==> src/hw/rtl/rmq_pkg.sv <==
package rmq_pkg;

	localparam int unsigned ELEM_W = 16;
	localparam int unsigned SUM_W = 17;
	localparam int unsigned ROOT_W = 16;
	localparam int unsigned RAD_W = 32;
	localparam int unsigned REM_W = 19;
	localparam int unsigned NUM_W = 30;
	localparam int unsigned QUO_W = 16;

	localparam logic [1:0] SLOT_X = 2'd0;
	localparam logic [1:0] SLOT_Y = 2'd1;
	localparam logic [1:0] SLOT_Z = 2'd2;
	localparam logic [1:0] SLOT_W = 2'd3;

	typedef struct packed {
		logic signed [ELEM_W-1:0] m11;
		logic signed [ELEM_W-1:0] m12;
		logic signed [ELEM_W-1:0] m13;
		logic signed [ELEM_W-1:0] m21;
		logic signed [ELEM_W-1:0] m22;
		logic signed [ELEM_W-1:0] m23;
		logic signed [ELEM_W-1:0] m31;
		logic signed [ELEM_W-1:0] m32;
		logic signed [ELEM_W-1:0] m33;
	} matrix_t;

	typedef struct packed {
		logic signed [ELEM_W-1:0] quat_x;
		logic signed [ELEM_W-1:0] quat_y;
		logic signed [ELEM_W-1:0] quat_z;
		logic signed [ELEM_W-1:0] quat_w;
		logic                     degenerate;
	} quat_t;

	// per-item side data that rides along the square-root stages
	typedef struct packed {
		logic signed [SUM_W-1:0] d_x;
		logic signed [SUM_W-1:0] d_y;
		logic signed [SUM_W-1:0] d_z;
		logic signed [SUM_W-1:0] d_w;
		logic [1:0]              big_slot;
		logic                    degenerate;
	} item_ctrl_t;

	// side data that rides along the divider stages
	typedef struct packed {
		logic [1:0]              big_slot;
		logic [ELEM_W-1:0]       big_val;
		logic                    degenerate;
	} out_ctrl_t;

endpackage

==> src/hw/rtl/rmq_pre.sv <==
module rmq_pre (
	input  logic                 clk,
	input  logic                 arst_n,
	input  logic                 in_valid,
	input  rmq_pkg::matrix_t     matrix,
	output logic                 valid_s1,
	output logic [rmq_pkg::RAD_W-1:0] rad_s1,
	output rmq_pkg::item_ctrl_t  ctrl_s1
);

	logic signed [17:0] trace;
	logic signed [18:0] arg;
	logic signed [18:0] e11, e22, e33;
	logic signed [rmq_pkg::SUM_W-1:0] m12p21, m13p31, m23p32;
	logic signed [rmq_pkg::SUM_W-1:0] m23m32, m31m13, m12m21;
	logic [1:0] branch;
	logic deg;
	rmq_pkg::item_ctrl_t ctrl;

	assign e11 = 19'(matrix.m11);
	assign e22 = 19'(matrix.m22);
	assign e33 = 19'(matrix.m33);
	assign trace = 18'(e11 + e22 + e33);

	assign m12p21 = 17'(matrix.m12) + 17'(matrix.m21);
	assign m13p31 = 17'(matrix.m13) + 17'(matrix.m31);
	assign m23p32 = 17'(matrix.m23) + 17'(matrix.m32);
	assign m23m32 = 17'(matrix.m23) - 17'(matrix.m32);
	assign m31m13 = 17'(matrix.m31) - 17'(matrix.m13);
	assign m12m21 = 17'(matrix.m12) - 17'(matrix.m21);

	always_comb begin
		if (trace > 18'sd0) begin
			branch = rmq_pkg::SLOT_W;
			arg = 19'(trace) + 19'sd16384;
		end else if (matrix.m11 >= matrix.m22 && matrix.m11 >= matrix.m33) begin
			branch = rmq_pkg::SLOT_X;
			arg = 19'sd16384 + e11 - e22 - e33;
		end else if (matrix.m22 > matrix.m33) begin
			branch = rmq_pkg::SLOT_Y;
			arg = 19'sd16384 + e22 - e11 - e33;
		end else begin
			branch = rmq_pkg::SLOT_Z;
			arg = 19'sd16384 + e33 - e11 - e22;
		end
	end

	assign deg = (arg <= 19'sd0);

	always_comb begin
		ctrl.big_slot = branch;
		ctrl.degenerate = deg;
		ctrl.d_x = m23m32;
		ctrl.d_y = m31m13;
		ctrl.d_z = m12m21;
		ctrl.d_w = m23m32;
		case (branch)
			rmq_pkg::SLOT_X: begin
				ctrl.d_y = m12p21;
				ctrl.d_z = m13p31;
				ctrl.d_w = m23m32;
			end
			rmq_pkg::SLOT_Y: begin
				ctrl.d_x = m12p21;
				ctrl.d_z = m23p32;
				ctrl.d_w = m31m13;
			end
			rmq_pkg::SLOT_Z: begin
				ctrl.d_x = m13p31;
				ctrl.d_y = m23p32;
				ctrl.d_w = m12m21;
			end
			default: begin
				ctrl.d_x = m23m32;
				ctrl.d_y = m31m13;
				ctrl.d_z = m12m21;
			end
		endcase
	end

	always_ff @(posedge clk or negedge arst_n) begin
		if (!arst_n) begin
			valid_s1 <= 1'b0;
		end else begin
			valid_s1 <= in_valid;
		end
	end

	always_ff @(posedge clk) begin
		ctrl_s1 <= ctrl;
		rad_s1 <= deg ? '0 : {1'b0, arg[16:0], 14'd0};
	end

endmodule

==> config.mk <==
export PLATFORM = sky130hd
export DESIGN_NAME = rmq_pre
export DESIGN_NICKNAME = d
export VERILOG_FILES = /design/src/hw/rtl/rmq_pkg.sv /design/src/hw/rtl/rmq_pre.sv
export SDC_FILE = /design/constraint.sdc
export NUM_CORES = 1
export LEC_CHECK = 0
export ABC_CLOCK_PERIOD_IN_PS = 800
export BUFFER_PORTS_ARGS = -buffer_cell sky130_fd_sc_hd__buf_2
export CAP_MARGIN = 20
export CORE_MARGIN = 4
export CORE_UTILIZATION = 60
export CTS_BUF_LIST = sky130_fd_sc_hd__clkbuf_8
export CTS_CLUSTER_DIAMETER = 80
export DETAILED_ROUTE_END_ITERATION = 10
export HOLD_SLACK_MARGIN = 0.15
export PLACE_DENSITY = 0.91
export SLEW_MARGIN = 40
export SYNTH_ARGS = -nofsm -noshare
export SYNTH_HDL_FRONTEND = slang
export SYNTH_SLANG_ARGS = --single-unit
==> constraint.sdc <==
create_clock -name clk -period 0.8 [get_ports clk]
set_input_delay 0.12 -clock clk [delete_from_list [all_inputs] [get_ports clk]]
set_output_delay 0.12 -clock clk [all_outputs]
set_load 0.05 [all_outputs]
==> results of run 1 <==
==> timing repair <==
item                                    4_1_cts
gates cloned                                  5
endpoints found under the hold margin         2
hold buffers                                  3
endpoints found under the setup margin      177
buffers inserted                             25
gates resized for setup                     443
pin swaps                                    44
==> stage by stage <==
stage / cell area (µm²) / TNS, ps / util [%]
CTS: 23250 / -347990 / 92.62
detailed placement: 21290 / -382130 / 84.78
global placement: 21290 / -340600 / 84.78
floorplan: 15880 / -334280 / -
==> metal layers <==
| layer | GRT usage [%] | overflow |
|---|---|---|
| met1 | 81.71 | 35 |
| met2 | 117.2 | 1359 |
| met3 | 73.14 | 17 |
| met4 | 99.72 | 398 |
| met5 | 32.17 | 1 |
==> logic make-up after synthesis <==
logic type | count (synthesis)
XOR/XNOR | 130
flip-flops | 89
other | 1
buffers and inverters | 305
AND/OR/NAND/NOR | 433
adder cells (fa/ha/maj) | 375
AO/OA/AOI/OAI | 492
multiplexers | 29
==> metrics.cfg, run 1 <==
[clocking]
ctsLongestPathBuffers=2
cts_sinks=89
cts_buffers=9
cts-root-buf=clkbuf_8
htreeDepth=3

[logic_synthesis]
synthArstFlopShare_pct=1.124
synth_xor_area_share_pct=7.541
netlist_area_um2=15300
synth_cell_types=81
netlist_instances=1854
synth_top_area_cell=ha_1
synth_mux_area_share_pct=1.971
avgSynthCellArea_um2=8.251
ys.flop_type=dfxtp_1
synth.top_cells.by_area=ha_1 (24%), dfxtp_1 (12%), fa_1 (10%)
synth_compound_area_share_pct=22.08
seq_area_frac_synth_pct=11.68
synth-simple-area-share_pct=14.22
synth_edf_count=0
synth.most_common_cell=ha_1
synth_adder_area_share_pct=34.50
synth_top_area_share_pct=24.29
synth_top_family_by_area=adder cells
synthTopCellsByCount=ha_1 (297), inv_1 (228), a21oi_1 (141), nor2_1 (138), xnor2_1 (94)
yosysWarnings=0
synth-seq-cells=89

[place]
place_ws_ps=-4620
hpwl_mm=59.05
routabilityCongestion=1.044
dp_cells=2937
port_buffers=235

[run_status]
first-error=[ERROR GRT-0116] Global routing finished with congestion. Check the congestion regions in the DRC Viewer.
status=did not finish
haltStage=5_1_grt

[grt]
grt_pass1_vias=28160
track_usage_pct=91.06
grt_pass1_wl_mm=200.1
overflow=1810
grt_max_degree=21

[floorplan]
die_w_um=167.7
die_y_um=167.7
ioPinCount=251
rows=58
start_util_pct=60.92

==> run 2, diff against run 1 <==
--- a/config.mk
+++ b/config.mk
@@ -9,12 +9,9 @@
 export BUFFER_PORTS_ARGS = -buffer_cell sky130_fd_sc_hd__buf_2
 export CAP_MARGIN = 20
 export CORE_MARGIN = 4
-export CORE_UTILIZATION = 60
-export CTS_BUF_LIST = sky130_fd_sc_hd__clkbuf_8
-export CTS_CLUSTER_DIAMETER = 80
+export CORE_UTILIZATION = 40
 export DETAILED_ROUTE_END_ITERATION = 10
-export HOLD_SLACK_MARGIN = 0.15
-export PLACE_DENSITY = 0.91
+export PLACE_DENSITY_LB_ADDON = 0.15
 export SLEW_MARGIN = 40
 export SYNTH_ARGS = -nofsm -noshare
 export SYNTH_HDL_FRONTEND = slang
==> run 2 against run 1 <==
The flow now finishes, with violations (negative setup slack). Synthesized cell count stayed put. Area after synthesis unchanged.
==> metrics.cfg, run 2 <==
[finish]
largestRegisters=ctrl_s1 (71), rad_s1 (17), valid_s1 (1)
drive_above_1_share_pct=41.86
n_antenna_cell=0
final_cell_mix=buf_4 (617), ha_1 (289), inv_1 (223)
post_layout_nonfiller_instances=3213
final_common_cell=buf_4
top_register=ctrl_s1
layout.nets=3219
area_delta_synth_final_pct=57.94
largest_register_ffs=71

[grt]
grt_pass1_vias=17010
overflow=0
track_usage_pct=26.83
grt_max_degree=34
antenna_found_initial=0
grt_pass1_wl_mm=89.18

[routing]
m1WireLength_mm=23.20
viasPerCell=5.116
postRouteAntennaNets=0
drt_iter0_markers=894
drc=0
wl_met3_mm=2.286
wl_per_cell_um=18.15
drt-total-wl_mm=58.31
wl_met2_mm=31.24
vias=16440
top_layer=met4
firstDrtPassIters=5

[min_path]
hp-class=in2async

[timing]
tns_ps=-322950
fin_ws_ps=-3631
relSlewSlack_pct=43.85
final-setup-viol-count=177
max_freq_ghz=0.2257
period_minus_slack_ps=4431
tightestPinTransition_ps=831.4
hold_viol=0
period_share_pct=553.9
drv_slew=0
grt_setup_unrepaired=yes

[clocking]
htreeDepth=3  ; unchanged
ctsLongestPathBuffers=2  ; unchanged
cts-root-buf=clkbuf_16  ; was clkbuf_8
clk_pin_slew_worst_paths_ps=70
cts_buffers=9  ; unchanged
tritoncts=yes
cts_sinks=89  ; unchanged

[logic_synthesis]
synth.most_common_cell=ha_1  ; unchanged
synth-seq-cells=89  ; unchanged
synth_cell_types=81  ; unchanged
synthTopCellsByCount=ha_1 (297), inv_1 (228), a21oi_1 (141), nor2_1 (138), xnor2_1 (94)  ; unchanged
synth_top_area_share_pct=24.29  ; unchanged
yosysWarnings=0  ; unchanged
netlist_instances=1854  ; unchanged
ys.flop_type=dfxtp_1  ; unchanged
synthArstFlopShare_pct=1.124  ; unchanged
seq_area_frac_synth_pct=11.68  ; unchanged
synth.top_cells.by_area=ha_1 (24%), dfxtp_1 (12%), fa_1 (10%)  ; unchanged
avgSynthCellArea_um2=8.251  ; unchanged
synth_edf_count=0  ; unchanged
synth_top_area_cell=ha_1  ; unchanged
netlist_area_um2=15300  ; unchanged

[critical_path]
crit_required_ps=1090
end_kind=register
crit_fanout=8
cp.arrival_ps=4720
crit_type=in2reg
start_kind=input port

[flow_run]
maxCapViolCount=0

[floorplan]
ioPinCount=251  ; unchanged
start_util_pct=40.61  ; was 60.92%
dieArea_um2=41430
die_y_um=203.6  ; was 167.7 µm
rows=71  ; was 58
coreArea_um2=37670
die_w_um=203.6  ; was 167.7 µm

[place]
dp_cells=3152  ; was 2937
port_buffers=235  ; unchanged
routabilityCongestion=0.9618  ; was 1.044
hpwl_mm=48.34  ; was 59.05 mm
place_ws_ps=-4255  ; was -4620 ps

[run_status]
status=finished, violations left  ; was did not finish
violations=negative setup slack

[power]
finalPower_mw=63.85
p_leak_nw=12.21
ir_drop_mv=1.609
power_density_nw_per_um2=2643

run 2: cell counts after synthesis:
No cell type changed its count.
run 2: worst paths after layout:
kind | slack (ps) | depth (start not counted) | to | start
setup / recovery | -3630 | 23 | ctrl_s1[33]$_DFF_P_ | matrix[2]
min in group clk | 210 | 4 | ctrl_s1[37]$_DFF_P_ | matrix[96]
max in group asynchronous | 670 | 2 | valid_s1$_DFF_PN0_ | arst_n
hold / removal | 40 | 2 | valid_s1$_DFF_PN0_ | arst_n
run 2: cell type report:
type / count / area [µm²]
Timing Repair Buffer: 892 / 7357
Clock buffer: 10 / 229.0
Fill cell: 3218 / 13510
Inverter: 230 / 888.4
Multi-Input combinational cell: 1475 / 13060
Sequential cell: 89 / 1913
Tap cell: 511 / 639.4
Clock inverter: 6 / 73.82
run 2: layer usage:
layer,GRT usage (%),vias to the layer above
met2,52.53,417
met4,7.203,0
met3,1.892,73
met5,0,-
met1,31.34,7834
li1,-,8113
run 2: cell families after synthesis:
kind of cell	after synthesis	synth area share (%)
and+or+nand+nor	433	14.22
other	1	0.02451
buffers and inverters	305	7.983
AOI/OAI and AO/OA	492	22.08
DFF	89	11.68
muxes	29	1.971
xor gates and xnor gates	130	7.541
adders and majority gates	375	34.50
run 2: where the power goes:
part	internal, mW	leakage [nW]	total (mW)	switching (mW)
clock network	2.47	0.148	4.58	2.10
registers	7.34	0.760	9.26	1.92
logic	23.5	11.3	50.0	26.5
run 2: through the flow:
| stage | instance area [µm²] | utilization [%] | hold WS [ps] |
|---|---|---|---|
| after floorplan | 15880 | - | -175.6 |
| after global placement | 21730 | 57.69 | -105.4 |
| after detailed placement | 21740 | 57.71 | -103.5 |
| after CTS | 23660 | 62.81 | 31.03 |
| after global routing | 24160 | 64.14 | 52.07 |
| final | 24160 | 64.14 | 44.72 |
run 2: worst max-delay path: stages:
cell and delay, ps:
buf_8 100, fa_2 600, ha_4 210, and3_4 180
o211a_1 250, o211a_1 270, or2_1 240, a21oi_1 130
o21ai_1 90, a31o_2 220, xnor2_2 160, ha_2 200
nand2_2 50, or4_4 520, o21ai_4 150, a21boi_4 230
buf_6 130, inv_4 30, ha_4 220, buf_6 140
nor2_4 230, a22oi_1 120, o21ai_1 120
run 2: repair_timing:
item	CTS	global route
endpoints found under the hold margin	2	0
pin swaps	35	17
hold buffers	2	0
gates cloned	4	4
setup buffers	22	14
endpoints found under the setup margin	177	177
resized for setup	429	58
No activity file was read; power rests on OpenSTA's default activity.
