### src/hw/rtl/rmq_pkg.sv
package rmq_pkg;

	localparam int unsigned ELEM_W = 16;
	localparam int unsigned SUM_W = 17;
	localparam int unsigned ROOT_W = 16;
	localparam int unsigned RAD_W = 32;
	localparam int unsigned REM_W = 19;
	localparam int unsigned NUM_W = 30;
	localparam int unsigned QUO_W = 16;

	localparam logic [1:0] SLOT_X = 2'd0;
	localparam logic [1:0] SLOT_Y = 2'd1;
	localparam logic [1:0] SLOT_Z = 2'd2;
	localparam logic [1:0] SLOT_W = 2'd3;

	typedef struct packed {
		logic signed [ELEM_W-1:0] m11;
		logic signed [ELEM_W-1:0] m12;
		logic signed [ELEM_W-1:0] m13;
		logic signed [ELEM_W-1:0] m21;
		logic signed [ELEM_W-1:0] m22;
		logic signed [ELEM_W-1:0] m23;
		logic signed [ELEM_W-1:0] m31;
		logic signed [ELEM_W-1:0] m32;
		logic signed [ELEM_W-1:0] m33;
	} matrix_t;

	typedef struct packed {
		logic signed [ELEM_W-1:0] quat_x;
		logic signed [ELEM_W-1:0] quat_y;
		logic signed [ELEM_W-1:0] quat_z;
		logic signed [ELEM_W-1:0] quat_w;
		logic                     degenerate;
	} quat_t;

	// per-item side data that rides along the square-root stages
	typedef struct packed {
		logic signed [SUM_W-1:0] d_x;
		logic signed [SUM_W-1:0] d_y;
		logic signed [SUM_W-1:0] d_z;
		logic signed [SUM_W-1:0] d_w;
		logic [1:0]              big_slot;
		logic                    degenerate;
	} item_ctrl_t;

	// side data that rides along the divider stages
	typedef struct packed {
		logic [1:0]              big_slot;
		logic [ELEM_W-1:0]       big_val;
		logic                    degenerate;
	} out_ctrl_t;

endpackage

### src/hw/rtl/rmq_div.sv
module rmq_div (
	input  logic                              clk,
	input  logic                              arst_n,
	input  logic                              in_valid,
	input  logic signed [rmq_pkg::SUM_W-1:0]  dval,
	input  logic [rmq_pkg::ROOT_W-1:0]        root,
	output logic                              out_valid,
	output logic signed [rmq_pkg::ELEM_W-1:0] quot
);

	localparam int unsigned NSTG = rmq_pkg::QUO_W;
	localparam int unsigned RW = rmq_pkg::ROOT_W + 1;

	logic [rmq_pkg::SUM_W-1:0] mag;
	logic [rmq_pkg::NUM_W-1:0] num;
	logic [31:0] lim;

	assign mag = dval[rmq_pkg::SUM_W-1] ? 17'(-dval) : 17'(dval);
	assign num = {mag, 13'd0} + 30'(root[rmq_pkg::ROOT_W-1:1]);
	assign lim = {root, 16'd0};

	logic                        valid_s [0:NSTG];
	logic [rmq_pkg::QUO_W-1:0]   low_s   [0:NSTG];
	logic [RW-1:0]               rem_s   [0:NSTG];
	logic [rmq_pkg::QUO_W-1:0]   q_s     [0:NSTG];
	logic [rmq_pkg::ROOT_W-1:0]  den_s   [0:NSTG];
	logic                        neg_s   [0:NSTG];
	logic                        ovf_s   [0:NSTG];

	// setup stage: magnitude, rounding bias and overflow check
	always_ff @(posedge clk or negedge arst_n) begin
		if (!arst_n) begin
			valid_s[0] <= 1'b0;
		end else begin
			valid_s[0] <= in_valid;
		end
	end

	always_ff @(posedge clk) begin
		low_s[0] <= num[15:0];
		rem_s[0] <= RW'(num[rmq_pkg::NUM_W-1:16]);
		q_s[0] <= '0;
		den_s[0] <= root;
		neg_s[0] <= dval[rmq_pkg::SUM_W-1];
		ovf_s[0] <= (32'(num) >= lim);
	end

	for (genvar k = 0; k < NSTG; k++) begin : g_stage
		logic [RW-1:0] rem_sh;
		logic take;

		assign rem_sh = {rem_s[k][RW-2:0], low_s[k][NSTG-1-k]};
		assign take = (rem_sh >= RW'(den_s[k]));

		always_ff @(posedge clk or negedge arst_n) begin
			if (!arst_n) begin
				valid_s[k+1] <= 1'b0;
			end else begin
				valid_s[k+1] <= valid_s[k];
			end
		end

		always_ff @(posedge clk) begin
			low_s[k+1] <= low_s[k];
			den_s[k+1] <= den_s[k];
			neg_s[k+1] <= neg_s[k];
			ovf_s[k+1] <= ovf_s[k];
			rem_s[k+1] <= take ? rem_sh - RW'(den_s[k]) : rem_sh;
			q_s[k+1] <= {q_s[k][rmq_pkg::QUO_W-2:0], take};
		end
	end

	// saturate to the signed output range
	always_comb begin
		if (neg_s[NSTG]) begin
			if (ovf_s[NSTG] || q_s[NSTG] > 16'd32768) begin
				quot = 16'sh8000;
			end else begin
				quot = 16'(-q_s[NSTG]);
			end
		end else begin
			if (ovf_s[NSTG] || q_s[NSTG] > 16'd32767) begin
				quot = 16'sh7fff;
			end else begin
				quot = 16'(q_s[NSTG]);
			end
		end
	end

	assign out_valid = valid_s[NSTG];

endmodule

### config.mk
export PLATFORM = sky130hd
export DESIGN_NAME = rmq_div
export DESIGN_NICKNAME = d
export VERILOG_FILES = /design/src/hw/rtl/rmq_pkg.sv /design/src/hw/rtl/rmq_div.sv
export SDC_FILE = /design/constraint.sdc
export NUM_CORES = 1
export LEC_CHECK = 0
export ABC_AREA = 1
export BUFFER_PORTS_ARGS = -buffer_cell sky130_fd_sc_hd__buf_2
export CAP_MARGIN = 20
export CORE_ASPECT_RATIO = 0.7
export CORE_MARGIN = 5
export CORE_UTILIZATION = 36
export CTS_BUF_LIST = sky130_fd_sc_hd__clkbuf_8 sky130_fd_sc_hd__clkbuf_16
export DETAILED_ROUTE_END_ITERATION = 8
export PLACE_DENSITY = 0.54
export SLEW_MARGIN = 20
export SYNTH_ARGS = -nofsm -noshare
export SYNTH_HDL_FRONTEND = slang
export SYNTH_SLANG_ARGS = --single-unit
export TNS_END_PERCENT = 1
### constraint.sdc
create_clock -name clk -period 4.1 [get_ports clk]
set_input_delay 0.41 -clock clk [delete_from_list [all_inputs] [get_ports clk]]
set_output_delay 0.41 -clock clk [all_outputs]
set_load 0.02 [all_outputs]
Yosys cells after proc, flatten, opt, wreduce, memory -nomap -nowiden:

Memory sizes are Yosys's and may differ from the RTL's.
Cells that the tools add are included.

* bits in registers: 17
* memory bits (writable): 1139
* bits of input ports: 36
* word-level logic and storage cells: 83
* memories kept: 6

* $add $sub $neg: 19
* order comparisons: 19
* muxes and demuxes: 20
* reduce and logical (&&, ||, !) cells: 2

Memories
* rem_s: depth 17, bits a word 17, read ports 16, clocked after Yosys merged registers in 0, write ports 17, RTL line rmq_div.sv:24 `logic [RW-1:0] rem_s [0:NSTG];`
* den_s: depth 17, bits a word 16, read ports 16, clocked after Yosys merged registers in 0, write ports 17, RTL line rmq_div.sv:26 `logic [rmq_pkg::ROOT_W-1:0] den_s [0:NSTG];`
* low_s: depth 17, bits a word 16, read ports 16, clocked after Yosys merged registers in 0, write ports 17, RTL line rmq_div.sv:23 `logic [rmq_pkg::QUO_W-1:0] low_s [0:NSTG];`
* q_s: depth 17, bits a word 16, read ports 17, clocked after Yosys merged registers in 0, write ports 17, RTL line rmq_div.sv:25 `logic [rmq_pkg::QUO_W-1:0] q_s [0:NSTG];`
* neg_s: depth 17, bits a word 1, read ports 17, clocked after Yosys merged registers in 0, write ports 17, RTL line rmq_div.sv:27 `logic neg_s [0:NSTG];`
* ovf_s: depth 17, bits a word 1, read ports 17, clocked after Yosys merged registers in 0, write ports 17, RTL line rmq_div.sv:28 `logic ovf_s [0:NSTG];`

Operators by type and width (count)
* $mux W17: 17
* $ge A17 B16 Y1: 16
* $sub A17 B16 Y17: 16
* $mux W16: 3
* $ge A30 B32 Y1: 1
* $add A30 B15 Y30: 1
* $neg A17 Y17: 1
* $gt A16 B15 Y1 const B: 1
* $gt A16 B16 Y1 const B: 1
* $neg A16 Y16: 1
* $logic_or A1 B1 Y1: 2

Depth between registers and ports, before layout:

Gate-level depths: netlist (run 1).
An unclocked memory read counts as a cell.

* depth after elaboration: 5
* mapped depth: 22

Least setup slack after synthesis (run 1):

Ideal clock, no wire load.

* kind: input-to-reg
* from: in dval[0] in the netlist's numbering
* to: mem ovf_s[0]
* data arrival time: 2.785 ns
* path slack: 1.256 ns
* stages on the path: 21
* buffers on the path: 0
* path through: inv_1 > ha_1 > nand2_1 > o21ai_0 > ha_1 > a21oi_1 > inv_1 > nand2_2 > nand3b_4 > nor2_4 > nand2_1 > nor2_2 > nand2_1 > nand2_1 > nand2_1 > ha_1 > nand3_1 > nor3_1 > and3_1 > nand4_1 > nand2_1

RTL lines
* start, declared: RTL line rmq_div.sv:5 `input logic signed [rmq_pkg::SUM_W-1:0] dval,`
* end, declared: RTL line rmq_div.sv:28

==> impl_metrics.py, run 1 <==
metrics = {
    "run_status": {
        "status": "complete, no violations",
    },
    "routing": {
        "vias": 25000,
        "totalWireLength_um": 84100,
        "first_pass_iters": 7,
        "drtAntennaViolNets": 0,
        "viasPerCell": 4.77,
        "drt-initial-drc-count": 2231,
        "wl_per_cell_um": 16.0,
        "route.detailed.drc": 0,
    },
    "grt": {
        "overflow": 0,
        "grt_pass1_wl_um": 132000,
        "antenna_found_initial": 4,
        "grt_pass1_vias": 22893,
        "grtUsageTotal": 0.176,
        "grt_max_degree": 30,
    },
    "timing": {
        "fin_crit_ns": 3.41,
        "finalCritPeriodShare": 0.832,
        "final.setup.worst_slack_ns": 0.687,
        "setup_tns_ns": 0,
        "setup_viol": 0,
        "final_hold_viol_count": 0,
        "final_max_slew_viol_count": 0,
        "finalClockSkew_ns": 0.0268,
        "rsz0062_at_grt": "false",
        "tightest_slew_ns": 1.01,
        "relSlewSlack": 0.327,
        "fmax_ghz": 0.293,
    },
    "pwr": {
        "powerDensity_nw_per_um2": 858,
        "ir_drop_v": 0.000332,
        "leakagePower_nw": 17.9,
    },
    "floorplanning": {
        "die_w_um": 366,
        "dieHeight_um": 259,
        "die_area_um2": 94800,
        "core_area_um2": 88000,
        "rows": 91,
        "start_util": 0.363,
        "ios": 53,
    },
    "critical_path": {
        "setup.worst_path.end_class": "primary output",
        "cp.required_ns": 3.69,
        "cp_top_family": "simple AND/OR/NAND/NOR gates",
        "worst-path-buf-inv": 2,
        "cp_slowest_cell": "o21ai_0",
        "crit_path_start_kind": "flip-flop",
        "crit_type": "reg2out",
        "worstPathCellList": "inv_1, ha_1, nand4_1, nor2_1, nand3_1, o21ai_2, nand2_1, o21ai_0, buf_2",
        "cp_slowest_stage_delay_ns": 0.47,
        "worstPathMaxFanout": 12,
        "arrival_ns": 3.00,
    },
    "clock_network": {
        "cts_setup_buffers": 0,
        "clk_latency_ns": 0.66,
        "post_cts_resized": 0,
        "clock-sinks": 703,
        "clockRootBuffer": "clkbuf_16",
        "cts_tree": "done",
        "h-tree-depth": 3,
        "cts.path.max_buffers": 3,
        "cts_buffers": 70,
        "clk_pin_slew_ns": 0.07,
    },
    "placement": {
        "dp_slack_ns": 0.677,
        "placed_cells": 5097,
        "hpwl_um": 66700,
        "place_congestion": 0.871,
        "io_buffers": 52,
    },
    "layout": {
        "nets": 4350,
        "utilization": 0.412,
        "fill_cells": 8891,
        "area_growth_pct": 13.5,
        "final_cell_count_no_fill": 5241,
        "layout-drive-gt1-share": 0.0743,
    },
    "yosys": {
        "yosysWarnings": 0,
        "synth.distinct_cells": 43,
        "syn-instance-count": 3917,
        "ys_ff_latch": 703,
        "synth_nets": 4242,
        "synth_seq_area_share": 0.443,
        "synth_area_um2": 31900,
        "syn_area_per_cell_um2": 8.15,
    },
    "flow_run": {
        "cap_violations": 0,
    },
    "worst_hold_path": {
        "hold_class": "in2reg",
    },
}
-- worst paths after layout --
path | from | endpoint | slack [ns] | depth (start not counted)
setup / recovery | q_s[16][1] | quot[4] | 0.69 | 9
hold / removal | dval[15] | rem_s[0][13] | 0.11 | 4
setup reg to reg | den_s[0][121] | rem_s[0][143] | 1.30 | 9
hold reg to reg | ovf_s[7] | ovf_s[8] | 0.31 | 0
max in group asynchronous | arst_n | valid_s[14] | 3.61 | 2
min in group asynchronous | arst_n | out_valid | 0.21 | 2
-- report_power, final --
group | switching [mW] | leakage (nW) | internal [mW]
Sequential | 1.21 | 5.97 | 8.89
Combinational | 8.73 | 10.6 | 4.91
Clock | 2.85 | 1.32 | 4.49
Total | 12.8 | 17.9 | 18.3
-- layout make-up --
cell class | count | area [um^2] | area share
diodes | 1 | 2.50 | 0.0000690
clock buffers | 82 | 1930 | 0.0532
clock inverters | 43 | 774 | 0.0214
inverters | 510 | 1930 | 0.0533
multi-input cells | 2662 | 15500 | 0.428
flip-flops and latches | 703 | 14200 | 0.391
well taps | 1162 | 1450 | 0.0401
repair buffers | 78 | 500 | 0.0138
-- tightest hold or removal path, cell delays in order --
cell and delay (ns):
buf_2 0.09, inv_1 0.04, nand2_1 0.07, o21ai_1 0.09
-- flip-flops by register name, indices dropped and copies added (netlist names) --
signal / cells
out_valid: 1
neg_s: 17
valid_s: 16
q_s: 136
low_s: 6
den_s: 256
rem_s: 254
ovf_s: 17
-- cells in the mapped netlist (all sizes together) --
master	n	area (um^2)
a211oi	2	15.0
a21boi	4	30.0
a21o	19	143
a21oi	240	1200
a31oi	6	37.5
and3	1	6.26
buf	41	340
clkbuf	1	3.75
dfrtp	17	425
dfxtp	686	13700
fa	16	320
ha	273	3420
inv	510	1930
nand2	1002	3910
nand3	265	1360
nand3b	19	155
nand4	39	244
nor2	240	921
nor3	48	260
nor4	11	68.8
o211ai	4	30.0
o21a	8	60.1
o21ai	250	1470
o21bai	22	165
o32ai	1	8.76
or2	1	6.26
xnor2	102	893
xor2	89	780
-- stage by stage --
stage	hold slack (ns)	total power [mW]	cell area, um^2
floorplan	0.114	20.1	31900
global placement	0.310	23.6	33400
detailed placement	0.312	23.6	33400
CTS	0.0412	31.1	36200
global route	0.106	33.5	36200
finish	0.109	31.1	36200
-- per-layer routing --
layer  share of wire  GRT usage  vias to the layer above  wire length (um)
met5               0          0                        -                 0
met4           0.014     0.0301                        0              1210
met3           0.079     0.0421                      100              6600
met2            0.34      0.216                      662             28500
met1            0.57      0.299                    11366             47800
li1                -          -                    12872                 -
-- repair_timing --
item / 4_1_cts / 5_1_grt
hold endpoints to repair: 34 / 0
hold buffers: 18 / 0
endpoints found under the setup margin: 0 / 0
-- cells in the final DEF (no fill, tap or decap), types with 89 or more instances in the layout --
| cell type | synthesis | layout |
|---|---|---|
| nor2_1 | 234 | 234 |
| nand2_1 | 966 | 966 |
| inv_1 | 498 | 505 |
| xnor2_1 | 102 | 102 |
| ha_1 | 273 | 273 |
| a21oi_1 | 240 | 240 |
| o21ai_0 | 147 | 147 |
| nand3_1 | 259 | 259 |
| dfxtp_1 | 686 | 686 |
| xor2_1 | 89 | 89 |
-- cell families (layout without fill, tap and decap cells) --
kind of cell,after synthesis,count (layout),synth area share
XOR/XNOR,191,191,0.0524
other,0,1,0
AO/OA/AOI/OAI,556,556,0.0991
adder cells (fa/ha/maj),289,289,0.117
flip-flops,703,703,0.443
AND/OR/NAND/NOR,1626,1626,0.217
buffers and inverters,552,713,0.0713
No activity file was read; power rests on OpenSTA's default activity.
==> run 2, diff against run 1 <==
--- a/config.mk
+++ b/config.mk
@@ -5,7 +5,7 @@
 export SDC_FILE = /design/constraint.sdc
 export NUM_CORES = 1
 export LEC_CHECK = 0
-export ABC_AREA = 1
+export ABC_AREA = 0
 export BUFFER_PORTS_ARGS = -buffer_cell sky130_fd_sc_hd__buf_2
 export CAP_MARGIN = 20
 export CORE_ASPECT_RATIO = 0.7
==> constraint.sdc (replaced) <==
create_clock -name clk -period 3.3 [get_ports clk]
set_input_delay 0.33 -clock clk [delete_from_list [all_inputs] [get_ports clk]]
set_output_delay 0.33 -clock clk [all_outputs]
set_load 0.02 [all_outputs]
==> run 2 against run 1 <==
Effect of this change: design area decreased by 0.85%; core utilization increased by 0.76 points; clock-buffer cell count decreased by 3; sequential share of layout area increased by 0.34 points; non-clock buffer count increased by 87; final cell count decreased by 14%; area after synthesis decreased by 3.1%; largest cell class unchanged.
==> impl_metrics.py, run 2 <==
metrics = {
    "floorplanning": {
        "rows": 90,
        "die_w_um": 360,
        "start_util": 0.361,
        "core_area_um2": 85700,
        "dieHeight_um": 255,
        "ios": 53,
        "die_area_um2": 92000,
    },
    "layout": {
        "largest_reg_flops": 256,
        "fill_cells": 8320,
        "seqCellArea_um2": 14200,
        "multi_input_area_um2": 15500,
        "num_antenna_cells": 0,
        "nets": 3644,
        "layout_common_cells": "dfxtp_1, inv_1, ha_1",
        "final_cell_count_no_fill": 4520,
        "final_common_cell": "dfxtp_1",
        "post-route-cell-area_um2": 35900,
        "area_growth_pct": 16.2,
        "regMostFlops": "den_s",
        "biggestRegsByFlops": "den_s: 256 flops, rem_s: 254 flops, q_s: 136 flops",
        "layout-drive-gt1-share": 0.136,
    },
    "timing": {
        "setup_viol": 0,
        "fin_crit_ns": 3.29,
        "rsz0062_at_grt": "true",
        "final_hold_viol_count": 0,
        "finalClockSkew_ns": 0.0612,
        "holdWs_ns": 0.0492,
        "tightest_slew_ns": 0.862,
        "relSlewSlack": 0.425,
        "fmax_ghz": 0.304,
        "final_max_slew_viol_count": 0,
        "finalCritPeriodShare": 0.998,
        "setup_tns_ns": 0,
    },
    "yosys": {
        "synth.distinct_cells": 77,
        "yosysWarnings": 0,
        "synth_area_um2": 30900,
        "syn-instance-count": 3134,
        "syn_area_per_cell_um2": 9.87,
        "yosys_most_used_dff": "dfxtp_1",
        "synth_top_cell_area_share": 0.444,
        "ys_ff_latch": 703,
        "synth.area.top_cells": "dfxtp_1, ha_1, mux2_2",
        "synth_nets": 3459,
        "synthArstFlopShare": 0.0242,
        "synth-edff-count": 0,
        "synth_seq_area_share": 0.458,
        "synth_common_cells": "dfxtp_1, inv_1, ha_1, a21oi_1, o21ai_0",
        "post-synth-top-count-cell": "dfxtp_1",
        "synth_top_area_cell": "dfxtp_1",
    },
    "clock_network": {
        "clockRootBuffer": "clkbuf_16",
        "cts_tree": "done",
        "cts_buffers": 70,
        "clk_pin_slew_ns": 0.06,
        "cts.path.max_buffers": 3,
        "h-tree-depth": 3,
        "clock-sinks": 703,
        "clk_latency_ns": 0.64,
    },
    "grt": {
        "grt_pass1_wl_um": 116000,
        "use_met1": 0.261,
        "use_met2": 0.205,
        "globalRouteMet3Util": 0.0249,
        "grt_max_degree": 29,
        "grt_pass1_vias": 20650,
        "overflow": 0,
        "grt.busiest_layer": "met1",
        "grtUsageTotal": 0.157,
        "antenna_found_initial": 0,
    },
    "pwr": {
        "ir_drop_v": 0.000442,
        "powerDensity_nw_per_um2": 1040,
        "leakagePower_nw": 16.3,
        "swShare": 0.372,
        "power.total_mw": 37.2,
        "p_clk_frac": 0.211,
        "power_frac_seq": 0.336,
        "p_int_mw": 23.4,
        "pwr-share-comb": 0.453,
        "net-switching-power_mw": 13.9,
    },
    "placement": {
        "placed_area_um2": 33200,
        "hpwl_um": 57100,
        "io_buffers": 52,
        "place_congestion": 0.834,
        "placed_cells": 4376,
    },
    "routing": {
        "route.detailed.drc": 0,
        "totalWireLength_um": 73300,
        "wl_per_cell_um": 16.2,
        "viasPerCell": 4.89,
        "vias": 22119,
        "drtAntennaViolNets": 0,
        "first_pass_iters": 7,
        "drt-initial-drc-count": 1636,
    },
    "critical_path": {
        "arrival_ns": 3.77,
        "reg2reg_to": "rem_s[0][41]",
        "regToRegStartpoint": "den_s[0][17]",
        "worstPathMaxFanout": 4,
        "crit_type": "in2reg",
        "setup.worst_path.end_class": "flip-flop",
        "r2r_slack_ns": 0.17,
        "crit_end": "ovf_s[0]",
        "cp.required_ns": 3.78,
        "crit_start": "dval[1]",
        "crit_path_start_kind": "primary input",
        "r2r_cells": 10,
    },
    "run_status": {
        "status": "complete, no violations",
    },
    "flow_run": {
        "cap_violations": 0,
    },
    "worst_hold_path": {
        "hold_class": "in2reg",
        "hold_start": "root[14]",
    },
}
## run 2: cell types whose count changed in the layout (fill, tap and decap cells not counted), sizes merged, moves of 30 or more
cell	before	now
nand2	1002	154
o21a	8	65
nand3	265	39
mux2i	0	30
nor2	240	180
a21oi	240	186
inv	520	356
nor2b	0	53
buf	60	146
o21ai	250	183
a21o	19	74
nand2b	0	36
mux2	0	138
## run 2: critical path, stage by stage
cell and delay, ns:
buf_2 0.12, inv_1 0.08, ha_2 0.19, or3b_4 0.40, nand2_1 0.09, xor2_1 0.07, or4_4 0.50, or3_4 0.39
nor3_4 0.17, xnor2_2 0.11, ha_1 0.32, and3_1 0.15, o2111ai_1 0.12, a31oi_1 0.26, o31ai_1 0.11, a2111oi_2 0.35
## run 2: layout make-up
| type | count | area share |
|---|---|---|
| well taps | 1150 | 0.0400 |
| multi-input cells | 2042 | 0.432 |
| clock buffers | 79 | 0.0522 |
| flip-flops and latches | 703 | 0.394 |
| clock inverters | 44 | 0.0121 |
| inverters | 337 | 0.0352 |
| repair buffers | 165 | 0.0342 |
## run 2: repair_timing
action / in CTS / in global routing
hold buffers: 19 / 0
pin swaps: 2 / 9
setup buffers: 1 / 0
cloned: 0 / 1
endpoints found under the setup margin: 13 / 18
resized for setup: 28 / 46
hold endpoints to repair: 35 / 0
## run 2: per-stage QoR
stage / setup slack [ns] / util
after global placement: -0.554 / 0.387
after floorplan: -0.142 / -
after global routing: -0.140 / 0.419
after CTS: 0.00755 / 0.417
after detailed placement: -0.743 / 0.387
final: 0.00745 / 0.419
## run 2: cell families (layout without fill, tap and decap cells)
family,after synthesis,in the layout,share of synthesized area
buffers and inverters,389,625,0.0485
AOI/OAI and AO/OA,750,750,0.158
adders and majority gates,289,289,0.121
DFF,703,703,0.458
and+or+nand+nor,660,660,0.105
xor gates and xnor gates,175,175,0.0500
muxes,168,168,0.0599
## run 2: how the worst min path moves through the flow
stage	cells after the start	slack (ns)	end
final	2	0.05	ovf_s[0]
after global routing	2	0.03	ovf_s[0]
after CTS	2	0.01	ovf_s[0]
after detailed placement	1	0.27	out_valid
after global placement	1	0.26	out_valid
after floorplan	0	0.03	out_valid
## run 2: power by group through the flow
stage               sequential [mW]  clock [mW]  combinational (mW)
floorplan                      12.0           0                12.7
global placement               12.7           0                16.5
detailed placement             12.6           0                16.4
CTS                            12.5        8.12                16.7
global route                   12.7        8.47                18.8
finish                         12.5        7.85                16.8
## run 2: metal layers
| layer | vias to the layer above | wire [um] |
|---|---|---|
| met5 | - | 0 |
| met2 | 404 | 26600 |
| met4 | 0 | 1310 |
| met3 | 86 | 3430 |
| met1 | 10307 | 41900 |
| li1 | 11322 | - |
