**config.mk**
```make
export PLATFORM = sky130hd
export DESIGN_NAME = rmq_sqrt
export DESIGN_NICKNAME = d
export VERILOG_FILES = /design/src/hw/rtl/rmq_pkg.sv /design/src/hw/rtl/rmq_sqrt.sv
export SDC_FILE = /design/constraint.sdc
export NUM_CORES = 1
export LEC_CHECK = 0
export BUFFER_PORTS_ARGS = -buffer_cell sky130_fd_sc_hd__buf_2
export CORE_ASPECT_RATIO = 0.7
export CORE_MARGIN = 5
export CORE_UTILIZATION = 48
export DETAILED_ROUTE_END_ITERATION = 10
export PLACE_DENSITY_LB_ADDON = 0.15
export SLEW_MARGIN = 20
export SYNTH_ARGS = -nofsm -noshare
export SYNTH_HDL_FRONTEND = slang
export SYNTH_SLANG_ARGS = --single-unit
```
**constraint.sdc**
```tcl
create_clock -name clk -period 7.2 [get_ports clk]
set_clock_uncertainty 0.1 [all_clocks]
set_input_delay 0.72 -clock clk [delete_from_list [all_inputs] [get_ports clk]]
set_output_delay 0.72 -clock clk [all_outputs]
set_load 0.01 [all_outputs]
```
**src/hw/rtl/rmq_pkg.sv**
```systemverilog
package rmq_pkg;

	localparam int unsigned ELEM_W = 16;
	localparam int unsigned SUM_W = 17;
	localparam int unsigned ROOT_W = 16;
	localparam int unsigned RAD_W = 32;
	localparam int unsigned REM_W = 19;
	localparam int unsigned NUM_W = 30;
	localparam int unsigned QUO_W = 16;

	localparam logic [1:0] SLOT_X = 2'd0;
	localparam logic [1:0] SLOT_Y = 2'd1;
	localparam logic [1:0] SLOT_Z = 2'd2;
	localparam logic [1:0] SLOT_W = 2'd3;

	typedef struct packed {
		logic signed [ELEM_W-1:0] m11;
		logic signed [ELEM_W-1:0] m12;
		logic signed [ELEM_W-1:0] m13;
		logic signed [ELEM_W-1:0] m21;
		logic signed [ELEM_W-1:0] m22;
		logic signed [ELEM_W-1:0] m23;
		logic signed [ELEM_W-1:0] m31;
		logic signed [ELEM_W-1:0] m32;
		logic signed [ELEM_W-1:0] m33;
	} matrix_t;

	typedef struct packed {
		logic signed [ELEM_W-1:0] quat_x;
		logic signed [ELEM_W-1:0] quat_y;
		logic signed [ELEM_W-1:0] quat_z;
		logic signed [ELEM_W-1:0] quat_w;
		logic                     degenerate;
	} quat_t;

	// per-item side data that rides along the square-root stages
	typedef struct packed {
		logic signed [SUM_W-1:0] d_x;
		logic signed [SUM_W-1:0] d_y;
		logic signed [SUM_W-1:0] d_z;
		logic signed [SUM_W-1:0] d_w;
		logic [1:0]              big_slot;
		logic                    degenerate;
	} item_ctrl_t;

	// side data that rides along the divider stages
	typedef struct packed {
		logic [1:0]              big_slot;
		logic [ELEM_W-1:0]       big_val;
		logic                    degenerate;
	} out_ctrl_t;

endpackage

```
**src/hw/rtl/rmq_sqrt.sv**
```systemverilog
module rmq_sqrt (
	input  logic                      clk,
	input  logic                      arst_n,
	input  logic                      in_valid,
	input  logic [rmq_pkg::RAD_W-1:0] rad,
	input  rmq_pkg::item_ctrl_t       in_ctrl,
	output logic                      out_valid,
	output logic [rmq_pkg::ROOT_W-1:0] root,
	output rmq_pkg::item_ctrl_t       out_ctrl
);

	localparam int unsigned NSTG = rmq_pkg::ROOT_W;

	logic                       valid_s [0:NSTG];
	logic [rmq_pkg::RAD_W-1:0]  rad_s   [0:NSTG];
	logic [rmq_pkg::REM_W-1:0]  rem_s   [0:NSTG];
	logic [rmq_pkg::ROOT_W-1:0] root_s  [0:NSTG];
	rmq_pkg::item_ctrl_t        ctrl_s  [0:NSTG];

	assign valid_s[0] = in_valid;
	assign rad_s[0] = rad;
	assign rem_s[0] = '0;
	assign root_s[0] = '0;
	assign ctrl_s[0] = in_ctrl;

	for (genvar k = 0; k < NSTG; k++) begin : g_stage
		logic [rmq_pkg::REM_W-1:0] rem_sh;
		logic [rmq_pkg::REM_W-1:0] trial;
		logic take;

		// one result bit per stage: bring down the next radicand bit pair
		assign rem_sh = {rem_s[k][rmq_pkg::REM_W-3:0],
			rad_s[k][2*(NSTG-1-k)+1 -: 2]};
		assign trial = {1'b0, root_s[k], 2'b01};
		assign take = (rem_sh >= trial);

		always_ff @(posedge clk or negedge arst_n) begin
			if (!arst_n) begin
				valid_s[k+1] <= 1'b0;
			end else begin
				valid_s[k+1] <= valid_s[k];
			end
		end

		always_ff @(posedge clk) begin
			rad_s[k+1] <= rad_s[k];
			ctrl_s[k+1] <= ctrl_s[k];
			rem_s[k+1] <= take ? rem_sh - trial : rem_sh;
			root_s[k+1] <= {root_s[k][rmq_pkg::ROOT_W-2:0], take};
		end
	end

	assign out_valid = valid_s[NSTG];
	assign root = root_s[NSTG];
	assign out_ctrl = ctrl_s[NSTG];

endmodule

```
Word level (Yosys, flattened, before mapping) --
Cells that the tools add are included.
Cells by class: $add $sub $neg 15, magnitude comparators 16, multiplexer cells 15
Operators with widths (count):
- 17-bit 2-to-1 mux | 14
- 19-bit by 10-bit >= comparator with 1-bit output | 1
- 19-bit by 11-bit >= comparator with 1-bit output | 1
- 19-bit by 12-bit >= comparator with 1-bit output | 1
- 19-bit by 13-bit >= comparator with 1-bit output | 1
- 19-bit by 14-bit >= comparator with 1-bit output | 1
- 19-bit by 15-bit >= comparator with 1-bit output | 1
- 19-bit by 16-bit >= comparator with 1-bit output | 1
- 19-bit by 17-bit >= comparator with 1-bit output | 1
- 19-bit by 3-bit >= comparator with 1-bit output | 1
- 19-bit by 4-bit >= comparator with 1-bit output | 1
- 19-bit by 5-bit >= comparator with 1-bit output | 1
- 19-bit by 6-bit >= comparator with 1-bit output | 1
- 19-bit by 7-bit >= comparator with 1-bit output | 1
- 19-bit by 8-bit >= comparator with 1-bit output | 1
- 19-bit by 9-bit >= comparator with 1-bit output | 1
- 17-bit by 10-bit subtractor with 17-bit output | 1
- 17-bit by 11-bit subtractor with 17-bit output | 1
- 17-bit by 12-bit subtractor with 17-bit output | 1
- 17-bit by 13-bit subtractor with 17-bit output | 1
- 17-bit by 14-bit subtractor with 17-bit output | 1
- 17-bit by 15-bit subtractor with 17-bit output | 1
- 17-bit by 16-bit subtractor with 17-bit output | 1
- 17-bit by 3-bit subtractor with 17-bit output | 1
- 9 further kinds | 9
Word-level totals: bits in registers 1769, input port bits 106, output and inout bits 88, word-level logic and storage cells 205

Longest topological paths before layout --
Gate-level depths: netlist of the first run.
depth after elaboration 2, gate-level depth with buffers 11, gate-level depth less buffers 9

Least setup slack after synthesis of the first run --
Ideal clock, no wire load.
path type register -> register, start point reg root_s, in the netlist g_stage[14].trial[8], end point reg rem_s, in the netlist g_stage[15].rem_sh[11], library setup time 121 ps, data arrival time 2299 ps, required time 6979 ps, slack 4679 ps, cell stages (with the launch flop) 10, path buffers 1, period minus slack after synthesis 2521 ps, cells stage by stage dfxtp_1 -> inv_1 -> ha_1 -> a211oi_2 -> o21ai_0 -> o21ba_2 -> o21bai_4 -> a221oi_4 -> buf_6 -> mux2_4
On the way: longest elaborated chain between the ends 2, elaborated cells between the ends (all ways) 3, classes of those cells 1 x add/sub; 1 x order compare; 1 x mux
RTL lines:
- from (decl) | RTL line rmq_sqrt.sv:17 | logic [rmq_pkg::ROOT_W-1:0] root_s [0:NSTG];
- from (signal, indexed assignment) | RTL line rmq_sqrt.sv:49 | root_s[k+1] <= {root_s[k][rmq_pkg::ROOT_W-2:0], take};
- 17-bit by 16-bit subtractor with 17-bit output / 19-bit by 16-bit >= comparator with 1-bit output (equally long branches) | RTL line rmq_sqrt.sv:48, rmq_sqrt.sv:35
- 17-bit 2-to-1 mux (*) | RTL line rmq_sqrt.sv:48 | rem_s[k+1] <= take ? rem_sh - trial : rem_sh;
- to (signal, indexed assignment) | RTL line rmq_sqrt.sv:48
- to (decl) | RTL line rmq_sqrt.sv:16 | logic [rmq_pkg::REM_W-1:0] rem_s [0:NSTG];
Every way passes the cells marked *; elsewhere a longest branch is shown, timed or not. A chain may end at the register's enable or synchronous reset.

Worst setup path in the final report of the first run --
start point reg root_s, in the netlist g_stage[14].trial[2], end point reg rem_s, in the netlist g_stage[15].rem_sh[10]
The elaborated chain is that of the path after synthesis.

==> impl_metrics.json, run 1 <==
{
  "drv_slew": 0,
  "seq_power_share_pct": 51.8,
  "timing.final.crit_share_pct": 41.7,
  "rows": 95,
  "fmax_mhz": 333,
  "vias": 22661,
  "postCtsSetupBuffers": 0,
  "max_slew.worst_pin.slew_ns": 0.842,
  "cap_violations": 0,
  "r2r_start": "g_stage[14].trial[2]",
  "peakVddDrop_mv": 0.318,
  "synth_edf_count": 0,
  "leakage_nw": 24.2,
  "reg2reg_depth": 9,
  "switchingPower_mw": 5.12,
  "core-area_um2": 95900,
  "cts_hold_buf": 105,
  "htreeDepth": 4,
  "p_int_mw": 16.6,
  "rsz0062_at_grt": "false",
  "die_width_um": 381,
  "numClockSinks": 1765,
  "use_met2_pct": 18.8,
  "place_congestion": 0.838,
  "grt_util_all_layers_pct": 13.5,
  "ant_nets": 0,
  "fin_setup_tns_ns": 0,
  "final_area_um2": 54600,
  "place_area_um2": 48200,
  "grt_pass1_wl_um": 113000,
  "grt_max_degree": 22,
  "p_total_mw": 21.7,
  "grt_pass1_vias": 21837,
  "viasPerCell": 4.44,
  "finalHoldViolations": 0,
  "area_growth_pct": 17.9,
  "drt_drc_violations_left": 0,
  "cp_slowest_stage_delay_ns": 0.65,
  "cts_resized": 0,
  "cts_tree": "yes",
  "end_kind": "flop",
  "dr.pass1.iters": 7,
  "final_common_cell": "dfxtp_1",
  "antenna_found_initial": 2,
  "top_usage_layer": "met1",
  "numPortBuffers": 193,
  "avgSynthCellArea_um2": 13.7,
  "async_flop_share_pct": 0.907,
  "dominantRegCellSynth": "dfxtp_1",
  "reg2reg_slack_ns": 4.20,
  "power.density_nw_per_um2": 397,
  "min-delay-path-class": "flop to flop",
  "required_ns": 7.74,
  "cp_max_fo": 9,
  "timing.rr.end": "g_stage[15].rem_sh[10]",
  "drt_iter0_markers": 1221,
  "pwr-share-clk_pct": 38.3,
  "die_y_um": 270,
  "p_comb_share_pct": 10.0,
  "slowest_stage": "a221oi_4",
  "root_buffer": "clkbuf_16",
  "setup_viol": 0,
  "synthCells": 3373,
  "grt_util_met1_pct": 19.9,
  "relSlewSlack_pct": 43.1,
  "wl_per_cell_um": 13.3,
  "dp_hpwl_um": 45700,
  "yosys_warnings": 0,
  "worstSetupStartpoint": "g_stage[14].trial[2]",
  "cp-start-kind": "flop",
  "synth-seq-cells": 1765,
  "outcome": "completed",
  "final_cell_mix": "1749 x dfxtp_1, 193 x buf_2, 181 x inv_1",
  "grt_use_met3_pct": 3.55,
  "clkLatencyLatePin_ns": 0.75,
  "die-area_um2": 103000,
  "nNetsFinal": 3982,
  "power_switching_share_pct": 23.6,
  "tritoncts.num_buffers": 150,
  "critical_path.cell_chain": "inv_1 > ha_1 > o21a_1 > nor4_2 > o21ba_2 > o21bai_4 > a221oi_4 > buf_8 > mux2_2",
  "synth_cell_types": 93,
  "timing.final.crit_period_ns": 3.00,
  "finalWirelength_um": 68000,
  "layout-drive-gt1-share_pct": 14.2,
  "cp-endpoint": "g_stage[15].rem_sh[10]",
  "synth-seq-area-share_pct": 76.4,
  "crit_arrival_ns": 3.54,
  "syn-num-nets": 3631,
  "clockBufferDepth": 3,
  "initial_core_util_pct": 48.3,
  "grt_overflow_total": 0,
  "clk_pin_slew_ns": 0.06,
  "pin_count": 194,
  "criticalPathCategory": "flop to flop",
  "synthesis.area_um2": 46300
}
critical path: cells and delay by family, from the launching register on:
| family | cells | cell delay (ns) |
|---|---|---|
| compound gates | 4 | 1.21 |
| fa+ha+maj | 1 | 0.33 |
| buf+inv | 2 | 0.28 |
| flops | 1 | 0.32 |
| mux | 1 | 0.34 |
| simple gates | 1 | 0.32 |
cell families after synthesis:
logic type / count (synthesis) / synth area share, %
DFF: 1765 / 76.4
and+or+nand+nor: 532 / 5.83
AOI/OAI and AO/OA: 393 / 5.57
buffers and inverters: 289 / 3.01
xor gates and xnor gates: 166 / 3.14
adders and majority gates: 152 / 4.11
muxes: 75 / 1.89
other: 1 / 0.00809
registers in the layout (all words and copies together), names as in the netlist:
| name | count |
|---|---|
| g_stage.trial | 120 |
| out_valid | 1 |
| root | 16 |
| valid_s | 15 |
| out_ctrl | 71 |
| g_stage.rem_sh | 267 |
| rad_s | 210 |
| ctrl_s | 1065 |
power groups by stage:
stage	clock network [mW]	logic [mW]	registers [mW]
final	8.31	2.16	11.2
after global routing	9.03	2.43	11.3
after CTS	8.60	2.16	11.2
after detailed placement	0	2.10	11.5
after global placement	0	2.09	11.4
after floorplan	0	1.70	11.3
synthesized netlist by cell type (12+ instances only):
cell / count / area (um^2)
dfxtp_1: 1749 / 35000
inv_1: 181 / 679
ha_1: 152 / 1900
nor2_1: 138 / 518
nand2_1: 108 / 405
xnor2_1: 107 / 937
a21oi_1: 99 / 495
o21ai_0: 99 / 495
buf_4: 73 / 548
nor3_1: 59 / 295
xor2_1: 59 / 517
mux2_2: 45 / 507
nand3_1: 34 / 170
o21a_1: 34 / 255
a21o_1: 32 / 240
nand4_1: 30 / 188
nor4_1: 29 / 181
nand2b_1: 26 / 163
nor2b_1: 24 / 150
a211oi_1: 19 / 143
clkbuf_1: 18 / 67.6
dfrtp_1: 16 / 400
mux2i_1: 16 / 160
o31ai_1: 15 / 113
mux2_4: 14 / 210
or3_1: 14 / 87.6
or2_2: 12 / 75.1
layout make-up:
| type | count | area [um^2] |
|---|---|---|
| fill | 7812 | 41300 |
| sequential | 1765 | 35400 |
| inverter | 184 | 691 |
| clock inverter | 66 | 1040 |
| antenna | 1 | 2.50 |
| clock buffer | 207 | 4290 |
| timing repair buffer | 304 | 2070 |
| tap | 1261 | 1580 |
| multi-input combinational | 1319 | 9520 |
per-layer routing:
layer / vias to the layer above / part of all wire [%] / wire length (um)
met1: 10264 / 51 / 34900
met4: 0 / 2.8 / 1930
li1: 11789 / - / -
met5: - / 0 / 0
met2: 459 / 40 / 27500
met3: 149 / 5.5 / 3760
per-stage QoR:
step                      utilization, %  hold slack (ns)  std cells  worst slack, ns
after floorplan                        -            0.210       3373             4.68
after global placement              50.3            0.210       4727             4.06
after detailed placement            50.3            0.212       4728             4.24
after CTS                           56.9            0.199       5106             4.22
after global routing                56.9            0.208       5106             4.00
final                               56.9            0.203       5107             4.20
how the worst min path moves through the flow:
stage | start | endpoint | slack (ns) | depth (start not counted)
2_1_floorplan | ctrl_s[1071] | ctrl_s[1000] | 0.21 | 0
3_3_place_gp | ctrl_s[839] | ctrl_s[768] | 0.21 | 0
3_5_place_dp | ctrl_s[120] | out_ctrl[49] | 0.21 | 0
4_1_cts | ctrl_s[506] | ctrl_s[435] | 0.20 | 0
5_1_grt | ctrl_s[651] | ctrl_s[580] | 0.21 | 0
6_report | ctrl_s[506] | ctrl_s[435] | 0.20 | 0
(Power assumes the default switching activity.)
==> inputs of run 2 (changes only) <==
Settings changed: ABC_AREA from default to 1.
Clock period 7.2 ns to 2.87 ns, I/O delays scaled along.
==> run 2 against run 1 <==
Worst setup slack got worse by 3.9 ns. Synthesized cell count rose by 38%. Fmax rose by 19%. Die area rose by 7.0%. Largest cell class unchanged. Area after synthesis rose by 7.2%. Power rose to 2.6 times the previous value. First-iteration DRC count rose by 41%. Sequential share of layout area fell by 4.2 points. Combinational power rose to 3.6 times the previous value. Non-clock buffer count rose by 42. Routed wire length rose by 22%. Global-route usage rose by 1.8 points.
==> impl_metrics.json, run 2 <==
{
  "cp_slowest_stage_delay_ns": 0.58,
  "numPortBuffers": 193,
  "viasPerCell": 4.34,
  "max_slew.worst_pin.slew_ns": 0.893,
  "area_growth_pct": 17.5,
  "synthTopCellsByArea": "dfxtp_1 70%, nand2_1 8.1%, inv_1 4.7%",
  "dominantRegCellSynth": "dfxtp_1",
  "htreeDepth": 4,
  "synthesis.area_um2": 49700,
  "fillers": 8542,
  "tritoncts.num_buffers": 154,
  "place_congestion": 0.913,
  "drv_slew": 0,
  "critical_path.cell_chain": "inv_1 > ha_1 > nand2_1 > nand2_1 > a21boi_0 > nand3_1 > nor2_2 > inv_1 > nand2_1 > nand2_1",
  "antenna_cells": 0,
  "final_cell_mix": "1749 x dfxtp_1, 1077 x nand2_1, 621 x inv_1",
  "grt_pass1_vias": 26960,
  "layout-drive-gt1-share_pct": 10.9,
  "core-area_um2": 102000,
  "nNetsFinal": 5297,
  "cp_max_fo": 19,
  "rows": 98,
  "crit_arrival_ns": 3.04,
  "initial_core_util_pct": 48.5,
  "relSlewSlack_pct": 40.4,
  "cts_resized": 0,
  "setup_viol": 0,
  "seqCellArea_um2": 35400,
  "ant_nets": 0,
  "synth_common_cells": "1749 x dfxtp_1, 1077 x nand2_1, 621 x inv_1",
  "slowest_stage": "nor2_2",
  "numClockSinks": 1765,
  "postCtsSetupBuffers": 0,
  "die-area_um2": 110000,
  "outcome": "completed",
  "grt_max_degree": 27,
  "vias": 28281,
  "cap_violations": 0,
  "yosys_warnings": 0,
  "avgSynthCellArea_um2": 10.7,
  "rsz0062_at_grt": "false",
  "required_ns": 3.38,
  "leakage_nw": 28.4,
  "cp-start-kind": "flop",
  "min-delay-path-class": "primary input to flop",
  "pin_count": 194,
  "dp_hpwl_um": 59100,
  "end_kind": "flop",
  "timing.final.crit_period_ns": 2.53,
  "drt_drc_violations_left": 0,
  "fin_setup_tns_ns": 0,
  "peakVddDrop_mv": 0.628,
  "grt_util_all_layers_pct": 15.3,
  "wl_per_cell_um": 12.8,
  "antenna_found_initial": 3,
  "finalHoldViolations": 0,
  "synth-seq-cells": 1765,
  "holdWs_ns": 0.0688,
  "clkLatencyLatePin_ns": 0.77,
  "clk_pin_slew_ns": 0.07,
  "async_flop_share_pct": 0.907,
  "clockBufferDepth": 3,
  "grt_pass1_wl_um": 138000,
  "synth_cell_types": 50,
  "synth_edf_count": 0,
  "power.density_nw_per_um2": 972,
  "dr.pass1.iters": 7,
  "die_y_um": 279,
  "timing.final.crit_share_pct": 88.2,
  "synth-seq-area-share_pct": 71.3,
  "criticalPathCategory": "flop to flop",
  "cts_hold_buf": 144,
  "crit_path_frequent_cell": "nand2_1",
  "grt_overflow_total": 0,
  "top_register": "ctrl_s",
  "root_buffer": "clkbuf_16",
  "fmax_mhz": 395,
  "cts_tree": "yes",
  "die_width_um": 395,
  "yosysMostFrequentCell": "dfxtp_1",
  "finalWirelength_um": 83200,
  "largest_register_ffs": 1065,
  "synthCells": 4639,
  "netlist.area_leader.share_pct": 70.5,
  "multi_input_area_um2": 11100,
  "final_common_cell": "dfxtp_1",
  "syn-num-nets": 4897,
  "synth_top_cell_by_area": "dfxtp_1",
  "drt_iter0_markers": 1720
}
==> run 2: changes by cell type after synthesis, moves of 53 or more <==
cell     change
nand3_1    +144
nand2_1    +969
nor2_1      +58
inv_1      +440
nand4_1     +53
xnor2_1     -78
==> run 2: final timing paths <==
path                                startpoint                     to  slack [ns]  cells after the start
min in group asynchronous               arst_n             valid_s[7]        0.57                      3
min                                in_ctrl[47]           ctrl_s[1112]        0.07                      2
max in group asynchronous               arst_n            valid_s[15]        1.61                      3
min reg2reg                        ctrl_s[793]            ctrl_s[722]        0.20                      0
max reg2reg                g_stage[8].trial[8]  g_stage[9].rem_sh[11]        0.34                     10
max                        g_stage[8].trial[8]  g_stage[9].rem_sh[11]        0.34                     10
==> run 2: kinds of logic (layout without fill, tap and decap cells) <==
family / after synthesis / in the layout / share of synthesized area (%)
flip-flops: 1765 / 1765 / 71.3
other: 1 / 1 / 0.00755
XOR/XNOR: 84 / 84 / 1.48
buffers and inverters: 734 / 1261 / 6.38
adder cells (fa/ha/maj): 152 / 152 / 3.83
AO/OA/AOI/OAI: 224 / 224 / 2.45
AND/OR/NAND/NOR: 1679 / 1679 / 14.6
==> run 2: final cells by class <==
class                           instances  share of cell area (%)
Clock buffer                          209                    7.55
Sequential cell                      1765                    60.7
Multi-Input combinational cell       2140                    19.0
Tap cell                             1350                    2.89
Inverter                              632                    4.07
Timing Repair Buffer                  346                    4.24
Clock inverter                         74                    1.59
==> run 2: through the flow <==
step / total power, mW / utilization (%) / instances / cell area (um^2) / setup slack [ns]
final: 56.8 / 57.0 / 6516 / 58400 / 0.339
after global routing: 60.0 / 57.0 / 6516 / 58400 / 0.00110
after CTS: 57.5 / 57.0 / 6516 / 58400 / 0.263
after detailed placement: 36.3 / 50.4 / 6089 / 51600 / 0.326
after global placement: 36.3 / 50.4 / 6089 / 51600 / 0.354
after floorplan: 34.2 / - / 4639 / 49700 / 1.07
==> run 2: layer usage <==
metal | part of all wire [%] | vias up | GRT usage (%)
li1 | - | 15041 | -
met1 | 52 | 12522 | 23.1
met2 | 40 | 584 | 21.7
met3 | 5.6 | 134 | 3.18
met4 | 2.4 | 0 | 5.50
met5 | 0 | - | 0
==> run 2: worst max-delay path: cells and delay by family, from the launching register on <==
family	cells	cell delay, ns
flip-flops	1	0.33
AND/OR/NAND/NOR	6	1.07
buffers and inverters	2	0.29
adder cells (fa/ha/maj)	1	0.32
AO/OA/AOI/OAI	1	0.27
==> run 2: report_power, final <==
part	switching, mW	internal (mW)
logic	4.92	2.81
clock network	8.98	11.7
registers	1.32	27.0
==> inputs of run 3 (changes only) <==
Settings changed: ABC_AREA 1 to default, CORE_MARGIN 5 to 8.
==> run 3 against run 2 <==
Sequential share of layout area rose by 3.4 points. Core utilization rose by 0.65 points. Global-route usage fell by 2.5 points. Design area fell by 5.4%. Sequential power barely moved. Sequential cell count did not move. First-iteration DRC count fell by 33%. Worst setup slack got worse by 0.23 ns. Register-to-register slack got worse by 0.23 ns. Non-clock buffer count rose by 31. Critical path depth fell by 1. Critical path type unchanged. Largest power group unchanged. Power fell by 4.1%.
==> impl_metrics.json, run 3 (same netlist as run 1, synthesis figures left out) <==
{
  "nNetsFinal": 4059,
  "power.density_nw_per_um2": 985,
  "finalHoldViolations": 0,
  "grt_util_all_layers_pct": 12.8,
  "pin_count": 194,
  "grt_pass1_wl_um": 112000,
  "switchingPower_mw": 12.9,
  "die_width_um": 387,
  "fin_setup_tns_ns": 0,
  "antenna_found_initial": 0,
  "drt_drc_violations_left": 0,
  "rsz0062_at_grt": "false",
  "cp_max_fo": 16,
  "leakage_nw": 24.6,
  "crit_arrival_ns": 3.28,
  "peakVddDrop_mv": 0.616,
  "top_register": "ctrl_s",
  "final_common_cell": "dfxtp_1",
  "drt_iter0_markers": 1155,
  "layout-drive-gt1-share_pct": 14.7,
  "wl_per_cell_um": 13.3,
  "final_cells": 5175,
  "cap_violations": 0,
  "post-place-ws_ns": 0.141,
  "vias": 22959,
  "dr.pass1.iters": 7,
  "min-delay-path-class": "primary input to flop",
  "slowest_stage": "ha_1",
  "place_congestion": 0.849,
  "finalWirelength_um": 69000,
  "clk_pin_slew_ns": 0.07,
  "timing.final.crit_share_pct": 96.4,
  "die-area_um2": 107000,
  "drv_slew": 0,
  "cts_tree": "yes",
  "postCtsSetupBuffers": 0,
  "largest_register_ffs": 1065,
  "p_total_mw": 54.4,
  "cp_slowest_stage_delay_ns": 0.37,
  "grt_overflow_total": 0,
  "core-area_um2": 95800,
  "ant_nets": 0,
  "clockBufferDepth": 3,
  "outcome": "completed",
  "clkLatencyLatePin_ns": 0.75,
  "tritoncts.num_buffers": 154,
  "grt_max_degree": 23,
  "die_y_um": 276,
  "power_switching_share_pct": 23.6,
  "dp_hpwl_um": 45800,
  "critical_path.cell_chain": "inv_1 > ha_1 > a21oi_1 > o21ai_0 > a32oi_2 > a31oi_1 > nor2_4 > buf_12 > mux2_2",
  "required_ns": 3.38,
  "setup_viol": 0,
  "seq_power_share_pct": 51.7,
  "viasPerCell": 4.44,
  "place_inst": 4758,
  "final_cell_mix": "1749 x dfxtp_1, 193 x buf_2, 181 x inv_1",
  "holdWs_ns": 0.0723,
  "fillers": 7657,
  "grt_pass1_vias": 22325,
  "initial_core_util_pct": 48.4,
  "rows": 95,
  "fmax_mhz": 362,
  "max_slew.worst_pin.slew_ns": 0.694,
  "numClockSinks": 1765,
  "area_growth_pct": 19.3,
  "numPortBuffers": 193,
  "root_buffer": "clkbuf_16",
  "timing.final.crit_period_ns": 2.77,
  "htreeDepth": 4,
  "p_comb_share_pct": 10.3,
  "relSlewSlack_pct": 53.6,
  "cp-start-kind": "flop",
  "layout_setup_ws_ns": 0.104,
  "pwr-share-clk_pct": 38.0,
  "p_int_mw": 41.6,
  "end_kind": "flop",
  "antenna_cells": 0,
  "criticalPathCategory": "flop to flop"
}
[run 3: critical path, delay by kind of cell (launching register included)]
family	cells	cell delay (ns)
simple gates	1	0.17
flops	1	0.35
compound gates	4	1.08
buf+inv	2	0.21
fa+ha+maj	1	0.37
mux	1	0.34
[run 3: power by group through the flow]
stage / registers, mW / logic, mW / clock network [mW]
floorplan: 28.2 / 4.26 / 0
global placement: 28.7 / 5.38 / 0
detailed placement: 28.7 / 5.38 / 0
CTS: 28.2 / 5.57 / 21.4
global route: 28.4 / 6.28 / 22.5
finish: 28.2 / 5.60 / 20.7
[run 3: routing by layer]
layer  wire length [um]  vias up  track usage (%)
li1                   -    11973                -
met1              34300    10412             17.5
met2              29500      443             19.7
met3               3510      131             3.26
met4               1680        0             5.18
met5                  0        -                0
[run 3: worst paths after layout]
check	startpoint	end	slack [ns]	cells past startpoint
max	g_stage[13].trial[8]	g_stage[14].rem_sh[12]	0.10	9
min	in_ctrl[15]	ctrl_s[1080]	0.07	2
max reg2reg	g_stage[13].trial[8]	g_stage[14].rem_sh[12]	0.10	9
min reg2reg	ctrl_s[1003]	ctrl_s[932]	0.19	0
max in group asynchronous	arst_n	valid_s[2]	1.69	3
min in group asynchronous	arst_n	valid_s[15]	0.53	3
[run 3: cell type report]
cell class                      count  area [um^2]  area share (%)
Clock inverter                     59          896            1.62
Inverter                          184          693            1.25
Clock buffer                      210         4380            7.93
Timing Repair Buffer              377         2740            4.96
Sequential cell                  1765        35400            64.1
Tap cell                         1261         1580            2.86
Multi-Input combinational cell   1319         9550            17.3
[run 3: what timing repair did]
item                                    4_1_cts  5_1_grt
resized for setup                             0        5
endpoints found under the setup margin        0       25
endpoints found under the hold margin       121        0
hold buffers                                148        0
[run 3: per-stage QoR]
stage               cell area, um^2  utilization [%]
floorplan                     46300                -
global placement              48500             50.6
detailed placement            48500             50.6
CTS                           55200             57.6
global route                  55300             57.7
finish                        55300             57.7
